==> src/sv/psds_pkg.sv <==
// ----------------------------------------------------------------------------
// psds_pkg
// Shared types and codes for the pixel square-difference similarity block.
// ----------------------------------------------------------------------------
package psds_pkg;

    localparam int unsigned PIX_W     = 8;
    localparam int unsigned DIFF_W    = 16;
    localparam int unsigned MAP_W     = 16;
    localparam int unsigned ROOT_W    = 16;
    localparam int unsigned CFG_IDX_W = 2;
    localparam int unsigned CFG_DAT_W = 13;

    localparam logic [MAP_W-1:0] FULL_SCALE = 16'd65280;

    localparam logic [CFG_IDX_W-1:0] CFG_FRAME_WIDTH  = 2'd0;
    localparam logic [CFG_IDX_W-1:0] CFG_FRAME_HEIGHT = 2'd1;

    localparam logic [CFG_DAT_W-1:0] DIM_RESET = 13'd64;

    typedef struct packed {
        logic [DIFF_W-1:0] diff;
        logic              last;
        logic              err;
    } psds_item_t;

    typedef enum logic [2:0] {
        BK_IDLE,
        BK_SQRT,
        BK_ACC,
        BK_DIV,
        BK_DONE
    } back_state_t;

endpackage

==> src/sv/psds_front.sv <==
// ----------------------------------------------------------------------------
// psds_front
// Accepts pixel pairs, forms |ref^2 - test^2|, tracks the frame position and
// holds the frame size registers.
// ----------------------------------------------------------------------------
module psds_front #(
    parameter int unsigned MAX_FRAME_DIM = 4096,
    parameter int unsigned MIN_FRAME_DIM = 16,
    parameter int unsigned CNT_W         = 24,
    parameter int unsigned TOT_W         = 25
) (
    input  logic                              clk,
    input  logic                              rst_n,
    input  logic                              s_axis_tvalid,
    output logic                              s_axis_tready,
    input  logic [2*psds_pkg::PIX_W-1:0]      s_axis_tdata,
    input  logic                              cfg_valid,
    output logic                              cfg_ready,
    input  logic [psds_pkg::CFG_IDX_W-1:0]    cfg_index,
    input  logic [psds_pkg::CFG_DAT_W-1:0]    cfg_data,
    output logic                              push,
    output psds_pkg::psds_item_t              push_item,
    input  logic                              full,
    output logic [TOT_W-1:0]                  total
);
    import psds_pkg::*;

    localparam int unsigned DIM_W = $clog2(MAX_FRAME_DIM + 1);

    logic [CFG_DAT_W-1:0] width_reg, width_next;
    logic [CFG_DAT_W-1:0] height_reg, height_next;
    logic [CNT_W-1:0]     cnt_reg, cnt_next;

    logic [31:0]          w_ext, h_ext, w_cl, h_cl;
    logic [DIM_W-1:0]     width_cl, height_cl;
    logic [2*DIM_W-1:0]   prod;
    logic [TOT_W:0]       cnt_inc;
    logic                 last;
    logic                 err;
    logic [PIX_W-1:0]     ref_pix, test_pix;
    logic [DIFF_W-1:0]    r2, t2;
    logic                 accept;

    assign s_axis_tready = !full;
    assign cfg_ready     = 1'b1;
    assign accept        = s_axis_tvalid && s_axis_tready;

    always_comb
    begin
        w_ext = 32'(width_reg);
        h_ext = 32'(height_reg);
        if (w_ext == 32'd0)
        begin
            w_cl = 32'd1;
        end
        else if (w_ext > MAX_FRAME_DIM)
        begin
            w_cl = MAX_FRAME_DIM;
        end
        else
        begin
            w_cl = w_ext;
        end
        if (h_ext == 32'd0)
        begin
            h_cl = 32'd1;
        end
        else if (h_ext > MAX_FRAME_DIM)
        begin
            h_cl = MAX_FRAME_DIM;
        end
        else
        begin
            h_cl = h_ext;
        end
    end

    assign width_cl  = DIM_W'(w_cl);
    assign height_cl = DIM_W'(h_cl);
    assign prod      = (2*DIM_W)'(width_cl) * (2*DIM_W)'(height_cl);
    assign total     = TOT_W'(prod);

    assign cnt_inc = (TOT_W+1)'(cnt_reg) + (TOT_W+1)'(1);
    assign last    = cnt_inc >= {1'b0, total};
    assign err     = (32'(width_reg) < MIN_FRAME_DIM) || (32'(height_reg) < MIN_FRAME_DIM);

    assign ref_pix  = s_axis_tdata[PIX_W-1:0];
    assign test_pix = s_axis_tdata[2*PIX_W-1:PIX_W];
    assign r2       = DIFF_W'(ref_pix) * DIFF_W'(ref_pix);
    assign t2       = DIFF_W'(test_pix) * DIFF_W'(test_pix);

    assign push           = accept;
    assign push_item.diff = (r2 >= t2) ? (r2 - t2) : (t2 - r2);
    assign push_item.last = last;
    assign push_item.err  = err;

    always_comb
    begin
        width_next  = width_reg;
        height_next = height_reg;
        if (cfg_valid && cfg_ready)
        begin
            case (cfg_index)
                CFG_FRAME_WIDTH:  width_next  = cfg_data;
                CFG_FRAME_HEIGHT: height_next = cfg_data;
                default:          ;
            endcase
        end
    end

    always_comb
    begin
        cnt_next = cnt_reg;
        if (accept)
        begin
            cnt_next = last ? '0 : CNT_W'(cnt_inc);
        end
    end

    always_ff @(posedge clk or negedge rst_n)
    begin
        if (!rst_n)
        begin
            width_reg  <= DIM_RESET;
            height_reg <= DIM_RESET;
            cnt_reg    <= '0;
        end
        else
        begin
            width_reg  <= width_next;
            height_reg <= height_next;
            cnt_reg    <= cnt_next;
        end
    end

endmodule

==> src/sv/psds_fifo.sv <==
// ----------------------------------------------------------------------------
// psds_fifo
// Short queue of classified items between the front and the back.
// ----------------------------------------------------------------------------
module psds_fifo #(
    parameter int unsigned DEPTH = 4
) (
    input  logic                 clk,
    input  logic                 rst_n,
    input  logic                 push,
    input  psds_pkg::psds_item_t push_item,
    input  logic                 pop,
    output psds_pkg::psds_item_t pop_item,
    output logic                 full,
    output logic                 empty
);
    import psds_pkg::*;

    localparam int unsigned PTR_W = (DEPTH > 1) ? $clog2(DEPTH) : 1;
    localparam int unsigned CNT_W = $clog2(DEPTH + 1);

    psds_item_t       mem [DEPTH];
    logic [PTR_W-1:0] wr_ptr_reg, wr_ptr_next;
    logic [PTR_W-1:0] rd_ptr_reg, rd_ptr_next;
    logic [CNT_W-1:0] fill_reg, fill_next;
    logic             do_push, do_pop;

    assign full     = (fill_reg == CNT_W'(DEPTH));
    assign empty    = (fill_reg == '0);
    assign do_push  = push && !full;
    assign do_pop   = pop && !empty;
    assign pop_item = mem[rd_ptr_reg];

    always_comb
    begin
        wr_ptr_next = wr_ptr_reg;
        rd_ptr_next = rd_ptr_reg;
        fill_next   = fill_reg;
        if (do_push)
        begin
            wr_ptr_next = (wr_ptr_reg == PTR_W'(DEPTH - 1)) ? '0 : wr_ptr_reg + 1'b1;
        end
        if (do_pop)
        begin
            rd_ptr_next = (rd_ptr_reg == PTR_W'(DEPTH - 1)) ? '0 : rd_ptr_reg + 1'b1;
        end
        if (do_push && !do_pop)
        begin
            fill_next = fill_reg + 1'b1;
        end
        else if (do_pop && !do_push)
        begin
            fill_next = fill_reg - 1'b1;
        end
    end

    always_ff @(posedge clk)
    begin
        if (do_push)
        begin
            mem[wr_ptr_reg] <= push_item;
        end
    end

    always_ff @(posedge clk or negedge rst_n)
    begin
        if (!rst_n)
        begin
            wr_ptr_reg <= '0;
            rd_ptr_reg <= '0;
            fill_reg   <= '0;
        end
        else
        begin
            wr_ptr_reg <= wr_ptr_next;
            rd_ptr_reg <= rd_ptr_next;
            fill_reg   <= fill_next;
        end
    end

endmodule

==> src/sv/psds_back.sv <==
// ----------------------------------------------------------------------------
// psds_back
// Runs the bit-serial square root, accumulates map values, divides the frame
// sum at the end of a frame without a size error and holds the result beat.
// ----------------------------------------------------------------------------
module psds_back #(
    parameter int unsigned CNT_W = 24,
    parameter int unsigned TOT_W = 25
) (
    input  logic                     clk,
    input  logic                     rst_n,
    output logic                     pop,
    input  psds_pkg::psds_item_t     pop_item,
    input  logic                     empty,
    input  logic [TOT_W-1:0]         total,
    output logic                     m_axis_tvalid,
    input  logic                     m_axis_tready,
    output logic [2*psds_pkg::MAP_W-1:0] m_axis_tdata,
    output logic [1:0]               m_axis_tuser
);
    import psds_pkg::*;

    localparam int unsigned SUM_W  = CNT_W + MAP_W;
    localparam int unsigned RAD_W  = 2 * ROOT_W;
    localparam int unsigned SREM_W = ROOT_W + 2;
    localparam int unsigned STEP_W = $clog2(SUM_W);

    back_state_t         st_reg, st_next;
    logic [STEP_W-1:0]   step_reg, step_next;
    logic [RAD_W-1:0]    rad_reg, rad_next;
    logic [SREM_W-1:0]   srem_reg, srem_next;
    logic [ROOT_W-1:0]   root_reg, root_next;
    logic [SUM_W-1:0]    sum_reg, sum_next;
    logic [SUM_W-1:0]    dvd_reg, dvd_next;
    logic [TOT_W:0]      drem_reg, drem_next;
    logic                last_reg, last_next;
    logic                err_reg, err_next;
    logic [MAP_W-1:0]    map_reg, map_next;
    logic                ov_reg, ov_next;
    logic [2*MAP_W-1:0]  od_reg, od_next;
    logic [1:0]          ou_reg, ou_next;

    logic [SREM_W-1:0]   srem_sh, trial;
    logic [TOT_W:0]      drem_sh;
    logic                qbit;
    logic [MAP_W-1:0]    map_now;
    logic                slot_free;
    logic                scored;

    assign m_axis_tvalid = ov_reg;
    assign m_axis_tdata  = od_reg;
    assign m_axis_tuser  = ou_reg;
    assign slot_free     = !ov_reg || m_axis_tready;
    assign scored        = last_reg && !err_reg;

    assign srem_sh = {srem_reg[ROOT_W-1:0], rad_reg[RAD_W-1 -: 2]};
    assign trial   = {root_reg, 2'b01};
    assign drem_sh = {drem_reg[TOT_W-1:0], dvd_reg[SUM_W-1]};
    assign qbit    = drem_sh >= {1'b0, total};
    assign map_now = FULL_SCALE - root_reg;

    always_comb
    begin
        st_next = st_reg;
        case (st_reg)
            BK_IDLE:
            begin
                if (!empty)
                begin
                    st_next = BK_SQRT;
                end
            end
            BK_SQRT:
            begin
                if (step_reg == STEP_W'(ROOT_W - 1))
                begin
                    st_next = BK_ACC;
                end
            end
            BK_ACC:
            begin
                st_next = scored ? BK_DIV : BK_DONE;
            end
            BK_DIV:
            begin
                if (step_reg == STEP_W'(SUM_W - 1))
                begin
                    st_next = BK_DONE;
                end
            end
            BK_DONE:
            begin
                if (slot_free)
                begin
                    st_next = BK_IDLE;
                end
            end
            default:
            begin
                st_next = BK_IDLE;
            end
        endcase
    end

    always_comb
    begin
        pop       = 1'b0;
        step_next = step_reg;
        rad_next  = rad_reg;
        srem_next = srem_reg;
        root_next = root_reg;
        sum_next  = sum_reg;
        dvd_next  = dvd_reg;
        drem_next = drem_reg;
        last_next = last_reg;
        err_next  = err_reg;
        map_next  = map_reg;
        ov_next   = ov_reg;
        od_next   = od_reg;
        ou_next   = ou_reg;
        if (ov_reg && m_axis_tready)
        begin
            ov_next = 1'b0;
        end
        case (st_reg)
            BK_IDLE:
            begin
                if (!empty)
                begin
                    pop       = 1'b1;
                    rad_next  = {pop_item.diff, {ROOT_W{1'b0}}};
                    srem_next = '0;
                    root_next = '0;
                    step_next = '0;
                    last_next = pop_item.last;
                    err_next  = pop_item.err;
                end
            end
            BK_SQRT:
            begin
                rad_next  = {rad_reg[RAD_W-3:0], 2'b00};
                step_next = step_reg + 1'b1;
                if (srem_sh >= trial)
                begin
                    srem_next = srem_sh - trial;
                    root_next = {root_reg[ROOT_W-2:0], 1'b1};
                end
                else
                begin
                    srem_next = srem_sh;
                    root_next = {root_reg[ROOT_W-2:0], 1'b0};
                end
            end
            BK_ACC:
            begin
                map_next  = map_now;
                step_next = '0;
                drem_next = '0;
                if (last_reg)
                begin
                    dvd_next = sum_reg + SUM_W'(map_now);
                    sum_next = '0;
                end
                else
                begin
                    sum_next = sum_reg + SUM_W'(map_now);
                end
            end
            BK_DIV:
            begin
                step_next = step_reg + 1'b1;
                drem_next = qbit ? (drem_sh - {1'b0, total}) : drem_sh;
                dvd_next  = {dvd_reg[SUM_W-2:0], qbit};
            end
            BK_DONE:
            begin
                if (slot_free)
                begin
                    ov_next = 1'b1;
                    od_next = {(scored ? dvd_reg[MAP_W-1:0] : {MAP_W{1'b0}}), map_reg};
                    ou_next = {err_reg, scored};
                end
            end
            default:
            begin
            end
        endcase
    end

    always_ff @(posedge clk)
    begin
        rad_reg  <= rad_next;
        srem_reg <= srem_next;
        root_reg <= root_next;
        dvd_reg  <= dvd_next;
        drem_reg <= drem_next;
        last_reg <= last_next;
        err_reg  <= err_next;
        map_reg  <= map_next;
        od_reg   <= od_next;
        ou_reg   <= ou_next;
    end

    always_ff @(posedge clk or negedge rst_n)
    begin
        if (!rst_n)
        begin
            st_reg   <= BK_IDLE;
            step_reg <= '0;
            sum_reg  <= '0;
            ov_reg   <= 1'b0;
        end
        else
        begin
            st_reg   <= st_next;
            step_reg <= step_next;
            sum_reg  <= sum_next;
            ov_reg   <= ov_next;
        end
    end

endmodule

==> src/sv/pixel_square_diff_similarity.sv <==
// ----------------------------------------------------------------------------
// pixel_square_diff_similarity
// Per-pixel square-difference similarity map with a frame-mean score.
// ----------------------------------------------------------------------------
// Path: each input beat passes the front, the queue and the back end's square
//   root, accumulate and output states; a scored last pixel also runs the divide.
// Flow: the back end finishes a beat, with its 16-step square root, before
//   it takes the next; a 4-entry queue lets the input side run ahead.
// Reset: frame width and height return to 64, pixel count and sum clear.
module pixel_square_diff_similarity #(
    parameter int unsigned MAX_FRAME_DIM = 4096,
    parameter int unsigned MIN_FRAME_DIM = 16
) (
    input  logic                              clk,
    input  logic                              rst_n,
    input  logic                              s_axis_tvalid,
    output logic                              s_axis_tready,
    input  logic [2*psds_pkg::PIX_W-1:0]      s_axis_tdata,   // ref_pixel, test_pixel
    output logic                              m_axis_tvalid,
    input  logic                              m_axis_tready,
    output logic [2*psds_pkg::MAP_W-1:0]      m_axis_tdata,   // map_value, frame_score
    output logic [1:0]                        m_axis_tuser,   // score_valid, size_error
    input  logic                              cfg_valid,
    output logic                              cfg_ready,
    input  logic [psds_pkg::CFG_IDX_W-1:0]    cfg_index,
    input  logic [psds_pkg::CFG_DAT_W-1:0]    cfg_data
);
    import psds_pkg::*;

    localparam int unsigned CNT_W = $clog2(MAX_FRAME_DIM * MAX_FRAME_DIM);
    localparam int unsigned TOT_W = $clog2(MAX_FRAME_DIM * MAX_FRAME_DIM + 1);

    psds_item_t       push_item, pop_item;
    logic             push, pop, full, empty;
    logic [TOT_W-1:0] total;

    psds_front #(
        .MAX_FRAME_DIM (MAX_FRAME_DIM),
        .MIN_FRAME_DIM (MIN_FRAME_DIM),
        .CNT_W         (CNT_W),
        .TOT_W         (TOT_W)
    ) u_front (
        .clk           (clk),
        .rst_n         (rst_n),
        .s_axis_tvalid (s_axis_tvalid),
        .s_axis_tready (s_axis_tready),
        .s_axis_tdata  (s_axis_tdata),
        .cfg_valid     (cfg_valid),
        .cfg_ready     (cfg_ready),
        .cfg_index     (cfg_index),
        .cfg_data      (cfg_data),
        .push          (push),
        .push_item     (push_item),
        .full          (full),
        .total         (total)
    );

    psds_fifo #(
        .DEPTH (4)
    ) u_fifo (
        .clk       (clk),
        .rst_n     (rst_n),
        .push      (push),
        .push_item (push_item),
        .pop       (pop),
        .pop_item  (pop_item),
        .full      (full),
        .empty     (empty)
    );

    psds_back #(
        .CNT_W (CNT_W),
        .TOT_W (TOT_W)
    ) u_back (
        .clk           (clk),
        .rst_n         (rst_n),
        .pop           (pop),
        .pop_item      (pop_item),
        .empty         (empty),
        .total         (total),
        .m_axis_tvalid (m_axis_tvalid),
        .m_axis_tready (m_axis_tready),
        .m_axis_tdata  (m_axis_tdata),
        .m_axis_tuser  (m_axis_tuser)
    );

endmodule

==> config.mk <==
export PLATFORM = sky130hd
export DESIGN_NAME = pixel_square_diff_similarity
export DESIGN_NICKNAME = d
export VERILOG_FILES = /design/src/sv/psds_pkg.sv /design/src/sv/psds_front.sv /design/src/sv/psds_fifo.sv /design/src/sv/psds_back.sv /design/src/sv/pixel_square_diff_similarity.sv
export SDC_FILE = /design/constraint.sdc
export NUM_CORES = 1
export LEC_CHECK = 0
export BUFFER_PORTS_ARGS = -buffer_cell sky130_fd_sc_hd__buf_2
export CORE_MARGIN = 4
export CORE_UTILIZATION = 45
export DETAILED_ROUTE_END_ITERATION = 10
export PLACE_DENSITY = 0.63
export REMOVE_ABC_BUFFERS = 1
export SLEW_MARGIN = 20
export SYNTH_ARGS = -nofsm -noshare
export SYNTH_HDL_FRONTEND = slang
export SYNTH_SLANG_ARGS = --single-unit
==> constraint.sdc <==
create_clock -name clk -period 10.2 [get_ports clk]
set_input_delay 3.06 -clock clk [delete_from_list [all_inputs] [get_ports clk]]
set_output_delay 3.06 -clock clk [all_outputs]
set_load 0.02 [all_outputs]
# == After elaboration in Yosys (flattened, before gate mapping) ==
# Memory sizes are Yosys's and may differ from the RTL's.
# Cells that the tools add are included.
# totals
out_inout_bits,37
ff_bits,288
input_bits,36
mem_bits_rw,72
wordCells,132
n_memories,1
# memory_table
name,depth,word_bits,rd,rd_ports_with_merged_regs,wr,line,text
u_fifo.mem,4,18,1,0,1,psds_fifo.sv:22,psds_item_t mem [DEPTH];
# classes
order_cmp,8
multipliers,3
n_mux,38
bitwise_logic,1
eq_ne,15
add_sub_neg,12
reduce_logical,33
# op_table
cell,n
40-bit 2-to-1 mux,2
40-bit one-hot mux with 2 select lines,1
16-bit 2-to-1 mux,4
16-bit one-hot mux with 2 select lines,2
32-bit one-hot mux with 2 select lines,1
26-bit by 25-bit greater-or-equal comparator with 1-bit output,2
13-bit 2-to-1 mux,4
25-bit one-hot mux with 2 select lines,1
16-bit subtractor,3
40-bit by 16-bit adder with 40-bit output,1
8-bit by 8-bit multiplier with 16-bit output,2
32-bit 2-to-1 mux,1
13-bit > comparator (second input constant),2
13-bit logical NOT,2
13-bit by 5-bit less-than comparator with 1-bit output (second input constant),2
24-bit by 1-bit adder with 25-bit output (second input constant),1
13-bit by 13-bit multiplier with 25-bit output,1
25-bit 2-to-1 mux,1
25-bit subtractor,1
24-bit 2-to-1 mux,1
3-bit 2-to-1 mux,7
18-bit greater-or-equal comparator,1
6-bit one-hot mux with 3 select lines,1
16-bit greater-or-equal comparator,1
29 further kinds,65

# == Logic depth before layout (Yosys ltp) ==
# depth
word_depth,8
ltp_mapped,38
depth_no_buf,35

# == Hierarchy ==
# A second synthesis with hierarchy kept.
# unflattened
hier_cells,2941
area_unflattened_um2,28678.8
# by_module_without_submodules
module,area_each_um2,cells_per_inst,seq_area_each_um2,instances
psds_front,13302.8,1584,1253.7,1
psds_back,12329.3,1226,6206.0,1
psds_fifo,3046.7,131,2337.2,1

# == Worst setup path before layout ==
# Ideal clock, no wire load.
# synth_path
kind,input to register
startpoint,in s_axis_tdata[13] (netlist name)
endpoint,"mem u_fifo.mem[0][12] (netlist name), data pin"
path_stages,26
setup_ps,277
t_required_ps,9923
slack_ps,715
n_path_buf,3
arrival_time_ps,9209
path_cell_list,clkbuf_1 nand2_1 inv_1 fa_1 fa_1 fa_1 fa_1 ha_1 inv_1 o21bai_1 a21oi_1 o21bai_1 and2_1 o21ai_0 nand2b_1 xor2_1 ha_1 clkbuf_1 a21oi_1 nor3b_1 o211a_1 a211oi_1 nor2_2 clkbuf_1 mux2_2 xor2_1
# synth_lines
item,line,text
start: declaration,pixel_square_diff_similarity.sv:18,"input logic [2*psds_pkg::PIX_W-1:0] s_axis_tdata,"
end: declaration,psds_fifo.sv:22,

==> run_results.csv <==
group,metric,value,unit
run_status,status,"completed",
finish,final_cells,3747,
finish,largest_reg_flops,72,
routing,wl_per_cell,16.24,um
routing,drc_errors,0,
sta,relSlewSlack,0.3044,
yosys,seq_area_frac_synth,0.3493,
routing,drtPass1Iterations,5,
setup_path,crit_top_cell,"inv_1",
global_route,gr-usage-all-layers,0.1833,
placed_design,dp.cells,3674,
die,io_pins,73,
clock_tree,post-cts-setup-buffer-count,0,
setup_path,cp_max_fo,10,
clock_tree,numCtsBuffers,40,
yosys,synth_cell_types,93,
yosys,syn_area,28050,um2
sta,fmax,106.0,MHz
clock_tree,cts.sinks,344,
yosys,ys_async_sr_fraction,0.3110,
setup_path,end_kind,"flip-flop",
global_route,first_global_vias,20330,
placed_design,dp.final_hpwl,46410,um
min_path,hp-class,"reg2reg",
placed_design,gp_congestion,0.9098,
clock_tree,ctsRootBufferMaster,"clkbuf_16",
clock_tree,clock_path_buffers,3,
setup_path,cp_data_required_time,10.45,ns
finish,layout-drive-gt1-share,0.08591,
sta,finalSetupViolations,0,
setup_path,cp_slowest_cell,"fa_1",
sta,rsz0062_at_grt,"false",
die,rows,91,
yosys,synth_edf_count,237,
routing,routed-via-count,19820,
finish,nFillCells,5648,
die,die_width,257.7,um
die,die_area,66380,um2
yosys,ys_warn_count,0,
finish,diodes,0,
die,fp.dieH,257.7,um
placed_design,port_buffers,71,
clock_tree,path_clk_slew,0.06,ns
routing,vias_per_cell,5.290,
sta,drv_slew,0,
clock_tree,cts_resized,0,
sta,finalHoldViolCount,0,
sta,period_minus_slack,9.433,ns
setup_path,cp_data_arrival_time,9.69,ns
global_route,grt_max_degree,75,
sta,skew,0.03190,ns
global_route,grt_first_pass_wirelength,101700,um
finish,area_growth,9.288,%
clock_tree,ctsHoldBuffers,0,
job,max-cap-violations,0,
setup_path,critPathKind,"in2reg",
clock_tree,htree_levels,2,
yosys,synth.avg_cell_area,9.869,um2
global_route,antenna_found_initial,0,
yosys,ys.flop_type,"edfxtp_1",
finish,nets,3332,
setup_path,worst_path_largest_cell_delay,0.53,ns
clock_tree,clk_latency,0.57,ns
yosys,synth_seq_cells,344,
setup_path,cp-start-kind,"primary input",
sta,period_share,0.9248,
setup_path,rrSetupSlack,1.02,ns
yosys,synthCells,2842,
sta,tightestPinTransition,1.043,ns
routing,final_antenna_net_count,0,
global_route,grt_overflow_total,0,
clock_tree,cts_tree,"done",
sta,finalSetupTns,0,ns
routing,routed_wl,60870,um
die,core_area,61710,um2
routing,first_iter_violations,1092,
die,start_util,0.4545,
[layer usage]
| metal | up-vias | GRT usage | part of all wire |
|---|---|---|---|
| li1 | 9676 | - | - |
| met1 | 9708 | 0.2458 | 0.46 |
| met2 | 348 | 0.3159 | 0.48 |
| met3 | 88 | 0.02736 | 0.040 |
| met4 | 0 | 0.04265 | 0.020 |
| met5 | - | 0 | 0 |
[worst max-delay path, delay by kind of cell]
family	cells	cell delay (ns)
and+or+nand+nor	5	1.20
xor gates and xnor gates	2	0.32
muxes	1	0.22
AOI/OAI and AO/OA	12	1.98
buffers and inverters	7	0.69
adders and majority gates	6	2.22
[cells in the mapped netlist (all sizes together), types with 4 or more instances]
cell type / count / area [um2]
a22o: 8 / 70.07
or3: 13 / 81.33
and2: 70 / 442.9
nor3: 23 / 120.1
nand3: 47 / 235.2
and4: 8 / 70.07
a211oi: 15 / 132.6
a21o: 46 / 346.6
buf: 13 / 87.57
nor4: 12 / 75.07
a21oi: 127 / 650.6
mux2: 35 / 394.1
a2111oi: 7 / 66.32
edfxtp: 237 / 7117
nor2b: 45 / 281.5
ha: 242 / 3028
mux4: 18 / 405.4
inv: 306 / 1149
dfrtp: 105 / 2628
clkbuf: 83 / 321.6
mux2i: 45 / 450.4
o21ai: 155 / 775.8
nand4: 14 / 87.58
o22ai: 7 / 43.79
o211ai: 9 / 86.33
and3: 26 / 167.7
nor2: 243 / 930.9
o2111ai: 4 / 35.03
maj3: 4 / 41.29
o21a: 19 / 150.1
nand2b: 40 / 250.2
nand2: 376 / 1416
xor2: 55 / 481.7
o31ai: 12 / 90.09
o21bai: 19 / 142.6
nor3b: 5 / 37.54
xnor2: 118 / 1060
a21boi: 9 / 67.56
fa: 175 / 3503
[metrics by stage]
step	setup slack, ns	hold slack, ns	util	area, um2
floorplan	0.7098	0.4003	-	27650
global placement	0.4469	0.4035	0.4732	29200
detailed placement	0.2268	0.4045	0.4732	29200
CTS	0.7752	0.4139	0.4966	30650
global route	0.1152	0.4257	0.4967	30650
finish	0.7671	0.4144	0.4967	30650
[kinds of logic (layout without fill, tap and decap cells)]
kind of cell / Yosys count / after routing / share of synthesized area
xor+xnor: 175 / 175 / 0.05661
mux: 98 / 98 / 0.04457
buf+inv: 402 / 467 / 0.05554
flops: 344 / 344 / 0.3493
fa+ha+maj: 421 / 421 / 0.2343
simple gates: 930 / 930 / 0.1517
compound gates: 470 / 470 / 0.1077
other cells: 2 / 5 / 0.0002678
[final timing paths]
path | startpoint | end | cells after the start
setup / recovery | s_axis_tdata[0] | u_fifo.mem[3][11]$_DFFE_PP_ | 33
hold / removal | u_back.map_reg[13]$_DFFE_PP_ | u_back.m_axis_tdata[13]$_DFFE_PP_ | 0
setup reg to reg | u_front.height_reg[12]$_DFFE_PN0P_ | u_back.drem_reg[14]$_SDFFCE_PN0P_ | 29
hold reg to reg | u_back.map_reg[13]$_DFFE_PP_ | u_back.m_axis_tdata[13]$_DFFE_PP_ | 0
max in group asynchronous | rst_n | u_back.sum_reg[34]$_DFFE_PN0P_ | 2
min in group asynchronous | rst_n | u_front.width_reg[0]$_DFFE_PN0P_ | 1
[final cells by class]
type	instances	area [um2]	area share
tap	837	1047	0.03417
clock buffer	49	1096	0.03576
inverter	306	1149	0.03747
multi-input combinational	2099	16730	0.5458
timing repair buffer	88	485.5	0.01584
clock inverter	24	346.6	0.01131
sequential	344	9797	0.3196
[layout by cell type, fill, tap and decap left out, drive strengths merged, types with 46 or more instances in the layout]
| cell | n |
|---|---|
| a21o | 46 |
| a21oi | 127 |
| and2 | 70 |
| buf | 88 |
| clkbuf | 49 |
| dfrtp | 105 |
| edfxtp | 237 |
| fa | 175 |
| ha | 242 |
| inv | 309 |
| nand2 | 376 |
| nand3 | 47 |
| nor2 | 243 |
| o21ai | 155 |
| xnor2 | 118 |
| xor2 | 55 |
Power is not shown: default switching activity piles up to over one toggle a cycle in this logic, so the estimate is an artifact.
